<file path="src/hdl/dls_pkg.sv">
// Shared widths, register indexes and reset values of the discrete log search unit.
package dls_pkg;

  // Widths of the configuration registers and of the payload fields.
  localparam int unsigned CfgW    = 16;
  localparam int unsigned TargetW = 16;
  localparam int unsigned ExpW    = 16;

  // Configuration register indexes.
  typedef enum logic [0:0] {
    REG_BASE    = 1'b0,
    REG_MODULUS = 1'b1
  } cfg_idx_e;

  // Register reset values.
  localparam logic [CfgW-1:0] BaseReset    = 16'd2;
  localparam logic [CfgW-1:0] ModulusReset = 16'd30203;

endpackage

</file>
<file path="src/hdl/discrete_log_search_unit.sv">
// Discrete log search unit: solves base^x mod modulus = target by a block scan.
//
// A target is taken when start is high and busy is low. The unit first finds
// m = floor(sqrt(modulus)) one root bit per cycle (the root has half the used
// modulus width, rounded up), then reduces the base by the modulus, and then
// tests the exponents 0 .. m*m-1 in blocks of m. Each tested exponent takes a
// compare and then one modular multiplication in the shared shift-add-reduce
// unit, which handles one multiplier bit per cycle. A modulus below two or a
// target at or above the modulus gives a not-found result in the cycle after
// start. The result beat appears on found_o and exponent_o for exactly one
// cycle with done_o high; the receiver cannot stall it, so it must be captured
// in that cycle. Configuration must be written only while busy is low; the
// unit itself does not enforce this.
module discrete_log_search_unit #(
  parameter int unsigned MOD_WIDTH = 16
) (
  input  logic                      clk_i,
  input  logic                      rst_ni,
  input  logic                      cfg_we_i,
  input  dls_pkg::cfg_idx_e         cfg_idx_i,
  input  logic [dls_pkg::CfgW-1:0]  cfg_wdata_i,
  input  logic                      start,
  input  logic [dls_pkg::TargetW-1:0] target_i,
  output logic                      busy,
  output logic                      done_o,
  output logic                      found_o,
  output logic [dls_pkg::ExpW-1:0]  exponent_o
);
  import dls_pkg::*;

  // Only the low bits of the modulus register up to its own width take part.
  localparam int unsigned MW    = (MOD_WIDTH < CfgW) ? MOD_WIDTH : CfgW;
  localparam int unsigned SW    = (MW + 1) / 2;
  localparam int unsigned CW    = 2 * SW;
  localparam int unsigned CntW  = $clog2(CfgW + 1);
  localparam int unsigned Shift = CfgW - MW;

  typedef enum logic [4:0] {
    S_IDLE = 5'b00001,
    S_SQRT = 5'b00010,
    S_BRED = 5'b00100,
    S_SCAN = 5'b01000,
    S_MUL  = 5'b10000
  } state_e;

  // Configuration registers.
  logic [CfgW-1:0] base_q, modulus_q;

  always_ff @(posedge clk_i or negedge rst_ni) begin
    if (!rst_ni) begin
      base_q    <= BaseReset;
      modulus_q <= ModulusReset;
    end else if (cfg_we_i) begin
      unique case (cfg_idx_i)
        REG_BASE:    base_q    <= cfg_wdata_i;
        REG_MODULUS: modulus_q <= cfg_wdata_i;
        default:     ;
      endcase
    end
  end

  // Sequencer and datapath registers.
  state_e             state_q, state_d;
  logic [TargetW-1:0] target_q, target_d;
  logic [MW-1:0]      mod_q, mod_d;
  logic [MW-1:0]      b_q, b_d;
  logic [SW-1:0]      m_q, m_d;
  logic [SW-1:0]      mask_q, mask_d;
  logic [MW-1:0]      rp_q, rp_d;
  logic [ExpW-1:0]    step_q, step_d;
  logic [SW-1:0]      j_q, j_d;
  logic [SW-1:0]      blk_q, blk_d;
  logic               hit_q, hit_d;
  logic [ExpW-1:0]    hit_exp_q, hit_exp_d;
  logic [MW-1:0]      acc_q, acc_d;
  logic [MW-1:0]      mcand_q, mcand_d;
  logic [CfgW-1:0]    mplier_q, mplier_d;
  logic [CntW-1:0]    cnt_q, cnt_d;
  logic               done_q, done_d;
  logic               found_q, found_d;
  logic [ExpW-1:0]    exp_q, exp_d;

  // Shared unit: one step of interleaved modular multiplication.
  logic [MW+1:0] sum, mod1, mod2, red;
  logic [MW-1:0] acc_next;

  always_comb begin
    sum  = ({2'b00, acc_q} << 1) + (mplier_q[CfgW-1] ? {2'b00, mcand_q} : '0);
    mod1 = {2'b00, mod_q};
    mod2 = mod1 << 1;
    if (sum >= mod2) begin
      red = sum - mod2;
    end else if (sum >= mod1) begin
      red = sum - mod1;
    end else begin
      red = sum;
    end
    acc_next = red[MW-1:0];
  end

  // Root trial for the block size.
  logic [SW-1:0] trial;
  logic [CW-1:0] trial_sq;

  always_comb begin
    trial    = m_q | mask_q;
    trial_sq = CW'(trial) * CW'(trial);
  end

  // Scan compare.
  logic            mod_new_small, target_high;
  logic            hit_now, hit_any, last_j, last_blk;
  logic [ExpW-1:0] exp_any;
  logic [MW-1:0]   mod_new;

  always_comb begin
    mod_new       = modulus_q[MW-1:0];
    mod_new_small = (mod_new < MW'(2));
    target_high   = (target_i >= TargetW'(mod_new));
    hit_now       = (TargetW'(rp_q) == target_q);
    hit_any       = hit_q | hit_now;
    exp_any       = hit_now ? step_q : hit_exp_q;
    last_j        = (j_q == m_q - SW'(1));
    last_blk      = (blk_q == m_q - SW'(1));
  end

  // Next-state logic.
  always_comb begin
    state_d   = state_q;
    target_d  = target_q;
    mod_d     = mod_q;
    b_d       = b_q;
    m_d       = m_q;
    mask_d    = mask_q;
    rp_d      = rp_q;
    step_d    = step_q;
    j_d       = j_q;
    blk_d     = blk_q;
    hit_d     = hit_q;
    hit_exp_d = hit_exp_q;
    acc_d     = acc_q;
    mcand_d   = mcand_q;
    mplier_d  = mplier_q;
    cnt_d     = cnt_q;
    done_d    = 1'b0;
    found_d   = found_q;
    exp_d     = exp_q;

    unique case (state_q) inside
      S_IDLE: begin
        if (start) begin
          target_d = target_i;
          mod_d    = mod_new;
          m_d      = '0;
          mask_d   = SW'(1) << (SW - 1);
          if (mod_new_small || target_high) begin
            done_d  = 1'b1;
            found_d = 1'b0;
            exp_d   = '0;
          end else begin
            state_d = S_SQRT;
          end
        end
      end

      S_SQRT: begin
        if (trial_sq <= CW'(mod_q)) begin
          m_d = trial;
        end
        mask_d = mask_q >> 1;
        if (mask_q[0]) begin
          // Reduce the base as 1 * base through the shared unit.
          acc_d    = '0;
          mcand_d  = MW'(1);
          mplier_d = base_q;
          cnt_d    = CntW'(CfgW);
          state_d  = S_BRED;
        end
      end

      S_BRED, S_MUL: begin
        acc_d    = acc_next;
        mplier_d = mplier_q << 1;
        cnt_d    = cnt_q - CntW'(1);
        if (cnt_q == CntW'(1)) begin
          state_d = S_SCAN;
          if (state_q == S_BRED) begin
            b_d    = acc_next;
            rp_d   = MW'(1);
            step_d = '0;
            j_d    = '0;
            blk_d  = '0;
            hit_d  = 1'b0;
          end else begin
            rp_d = acc_next;
          end
        end
      end

      S_SCAN: begin
        if (last_j && hit_any) begin
          done_d  = 1'b1;
          found_d = 1'b1;
          exp_d   = exp_any;
          state_d = S_IDLE;
        end else if (last_j && last_blk) begin
          done_d  = 1'b1;
          found_d = 1'b0;
          exp_d   = '0;
          state_d = S_IDLE;
        end else begin
          hit_d     = hit_any;
          hit_exp_d = exp_any;
          j_d       = last_j ? '0 : j_q + SW'(1);
          blk_d     = last_j ? blk_q + SW'(1) : blk_q;
          step_d    = step_q + ExpW'(1);
          acc_d     = '0;
          mcand_d   = b_q;
          mplier_d  = CfgW'(rp_q) << Shift;
          cnt_d     = CntW'(MW);
          state_d   = S_MUL;
        end
      end

      default: state_d = S_IDLE;
    endcase
  end

  // Control registers.
  always_ff @(posedge clk_i or negedge rst_ni) begin
    if (!rst_ni) begin
      state_q <= S_IDLE;
      done_q  <= 1'b0;
      found_q <= 1'b0;
      exp_q   <= '0;
      cnt_q   <= '0;
      hit_q   <= 1'b0;
    end else begin
      state_q <= state_d;
      done_q  <= done_d;
      found_q <= found_d;
      exp_q   <= exp_d;
      cnt_q   <= cnt_d;
      hit_q   <= hit_d;
    end
  end

  // Payload registers.
  always_ff @(posedge clk_i) begin
    target_q  <= target_d;
    mod_q     <= mod_d;
    b_q       <= b_d;
    m_q       <= m_d;
    mask_q    <= mask_d;
    rp_q      <= rp_d;
    step_q    <= step_d;
    j_q       <= j_d;
    blk_q     <= blk_d;
    hit_exp_q <= hit_exp_d;
    acc_q     <= acc_d;
    mcand_q   <= mcand_d;
    mplier_q  <= mplier_d;
  end

  assign busy       = (state_q != S_IDLE);
  assign done_o     = done_q;
  assign found_o    = found_q;
  assign exponent_o = exp_q;

endmodule

</file>
<file path="config.mk">
export PLATFORM = sky130hd
export DESIGN_NAME = discrete_log_search_unit
export DESIGN_NICKNAME = d
export VERILOG_FILES = /design/src/hdl/dls_pkg.sv /design/src/hdl/discrete_log_search_unit.sv
export SDC_FILE = /design/constraint.sdc
export NUM_CORES = 1
export LEC_CHECK = 0
export BUFFER_PORTS_ARGS = -buffer_cell sky130_fd_sc_hd__buf_4
export CORE_MARGIN = 1
export CORE_UTILIZATION = 64
export DETAILED_ROUTE_END_ITERATION = 6
export GPL_ROUTABILITY_DRIVEN = 0
export PLACE_DENSITY = 0.82
export SYNTH_ARGS = -nofsm -noshare
export SYNTH_HDL_FRONTEND = slang
export SYNTH_SLANG_ARGS = --single-unit
</file>
<file path="constraint.sdc">
create_clock -name clk_i -period 11.8 [get_ports clk_i]
set_input_delay 2.95 -clock clk_i [delete_from_list [all_inputs] [get_ports clk_i]]
set_output_delay 2.95 -clock clk_i [all_outputs]
set_load 0.01 [all_outputs]
</file>
==> flow_metrics.tcl <==
set metrics [dict create \
    io_buffers 55 \
    layout_min_cycle_time_ns 6.260 \
    core-area_sq_um 22640 \
    die_w_um 154.1 \
    finalSetupViolations 0 \
    layout_commonest_cell "edfxtp_1" \
    ant_nets 0 \
    htreeDepth 1 \
    ios 56 \
    start_util_pct 65.38 \
    met2_usage_pct 46.52 \
    rsz0062_at_grt "false" \
    seq_area_frac_synth_pct 46.14 \
    final_util_pct 71.85 \
    critPathKind "register to register" \
    yosysUniqueCellTypes 75 \
    cts_hold_buf 0 \
    clk_path_buf_depth 3 \
    yosys_warnings 0 \
    row_count 55 \
    drtIter0Drc 873 \
    fillers 1493 \
    drive_gt1_share_pct 13.59 \
    clock-root-buffer "clkbuf_16" \
    die_h_um 154.1 \
    clk_latency_ns 0.51 \
    wire_per_inst_um 19.18 \
    die_area_sq_um 23740 \
    report.final.slew_viol_count 0 \
    synth_top_area_share_pct 35.71 \
    cts_tree "built" \
    hold_class "register to register" \
    routed_via_density 6.180 \
    numCtsBuffers 23 \
    max_cap_violations 0 \
    dr_total_vias 10670 \
    dp.final_hpwl_um 23900 \
    cts_num_sinks 237 \
    synth_seq_cells 237 \
    dr.pass1.iters 5 \
    yosys-top-cells-area "edfxtp_1 36%, ha_1 9.4%, dfrtp_1 7.9%" \
    area_growth_pct 9.899 \
    grt_use_met3_pct 3.833 \
    post-route-period-util_pct 53.05 \
    crit_path_start "m_q[5]" \
    synth-edff-count 176 \
    tns_ns 0 \
    hp-start "exponent_o[0]" \
    drt-total-wl_um 33130 \
    worstPathRequired_ns 12.07 \
    syn_inst 1366 \
    maxSlewHeadroom_pct 23.55 \
    hold_viol 0 \
    drc_errors 0 \
    cp-end-kind "register" \
    grt.busiest_layer "met2" \
    grt_use_met1_pct 40.40 \
    synth_ff_type "edfxtp_1" \
    startpoint_type "register" \
    whs_ns 0.4866 \
    cts.repair.resized 0 \
    antenna_found_initial 0 \
    fin_worst_skew_ns 0.01596 \
    grt_pass1_wl_um 53640 \
    path_clk_slew_ns 0.06 \
    synth_nets 1542 \
    final_nets 1602 \
    path_max_fanout 9 \
    grt_max_degree 62 \
    synth_largest_area_cell "edfxtp_1" \
    grt_pass1_vias 10430 \
    track_usage_pct 28.50 \
    status "completed" \
    fmax_ghz 0.1598 \
    syn_area_per_cell_sq_um 10.84 \
    worstMarginPinSlew_ns 1.144 \
    overflow 0 \
    syn_area_sq_um 14800 \
    cts_setup_buffers 0 \
    insertedDiodeCount 0 \
    final_cell_mix "176 x edfxtp_1, 136 x nor2_1, 128 x inv_1, 111 x ha_1, 71 x nand2_1" \
    r2r_start "m_q[5]" \
    cp.arrival_ns 6.53 \
    async_reset_ff_share_pct 25.74 \
]
[area by class of cell]
cell class	count	area, sq um	share of cell area (%)
tap	285	356.6	2.192
inverter	128	480.5	2.954
timing repair buffer	70	525.5	3.231
clock buffer	30	651.9	4.007
sequential	237	6829	41.98
multi-input combinational	966	7342	45.13
clock inverter	11	81.33	0.5000
[stage by stage]
stage | area, sq um | setup slack (ns) | instances
2_1_floorplan | 14800 | 5.558 | 1366
3_3_place_gp | 15530 | 5.704 | 1686
3_5_place_dp | 15530 | 5.542 | 1686
4_1_cts | 16270 | 5.529 | 1727
5_1_grt | 16270 | 5.094 | 1727
6_report | 16270 | 5.540 | 1727
[kinds of logic (layout without fill, tap and decap cells)]
logic type / count (synthesis) / after routing / share of synthesized area [%]
muxes: 78 / 78 / 5.664
buffers and inverters: 163 / 239 / 4.336
DFF: 237 / 237 / 46.14
AOI/OAI and AO/OA: 224 / 224 / 10.19
adders and majority gates: 139 / 139 / 13.17
and+or+nand+nor: 410 / 410 / 13.76
xor gates and xnor gates: 113 / 113 / 6.686
other: 2 / 2 / 0.05074
[routing by layer]
metal / vias up / part of all wire, % / routed length (um)
met5: - / 0 / 0
met1: 5187 / 43 / 14140
met3: 61 / 7.8 / 2594
met4: 0 / 2.1 / 701
li1: 4985 / - / -
met2: 440 / 47 / 15690
[flip-flops by register name, summed over array words and instances, names as in the netlist, 5 cells and up]
signal      cells
mcand_q        16
acc_q          16
mask_q          8
exponent_o     16
b_q            16
blk_q           8
mod_q          16
mplier_q       16
hit_exp_q      16
target_q       16
m_q             8
j_q             8
base_q         16
rp_q           16
step_q         16
cnt_q           5
mod_new        16
state_q         5
[synthesized netlist by cell type (all sizes together) (6+ instances only)]
master / n
a31oi: 10
a211oi: 10
o22ai: 6
mux2i: 32
and2: 47
a22oi: 15
or2: 7
xnor2: 58
buf: 11
fa: 28
a21oi: 60
dfrtp: 47
edfxtp: 176
nand3: 34
a21o: 18
xor2: 55
nor3: 26
nand2b: 6
ha: 111
nor4: 13
and3: 15
nand4: 14
nor2: 139
mux2: 46
inv: 128
o211ai: 6
o2bb2ai: 16
nand2: 71
dfstp: 14
o21ai: 38
o21a: 11
clkbuf: 23
nor2b: 10
or3: 8
[critical path: stages, from the launching register on]
cell,delay [ns]
edfxtp_1,0.51
nor2_1,0.45
inv_1,0.22
o21ai_0,0.15
fa_1,0.45
inv_1,0.12
fa_1,0.45
fa_1,0.55
inv_1,0.06
fa_1,0.53
inv_1,0.04
ha_1,0.35
a21o_1,0.20
a31o_2,0.22
a41o_1,0.25
o41ai_1,0.31
xnor2_1,0.14
ha_1,0.33
nand4_1,0.09
nor2_1,0.13
o21ai_0,0.10
a21oi_1,0.11
o21ai_0,0.09
buf_4,0.18
[path summary, 6_finish.rpt]
kind	endpoint	slack, ns	cells past startpoint
hold reg to reg	exponent_o[0]	0.49	1
setup / recovery	m_q[7]	5.54	23
setup reg to reg	m_q[7]	5.54	23
max in group asynchronous	base_q[12]	8.77	1
min in group asynchronous	exponent_o[8]	2.52	1
hold / removal	exponent_o[0]	0.49	1
Power is not shown: default switching activity piles up to over one toggle a cycle in this logic, so the estimate is an artifact.
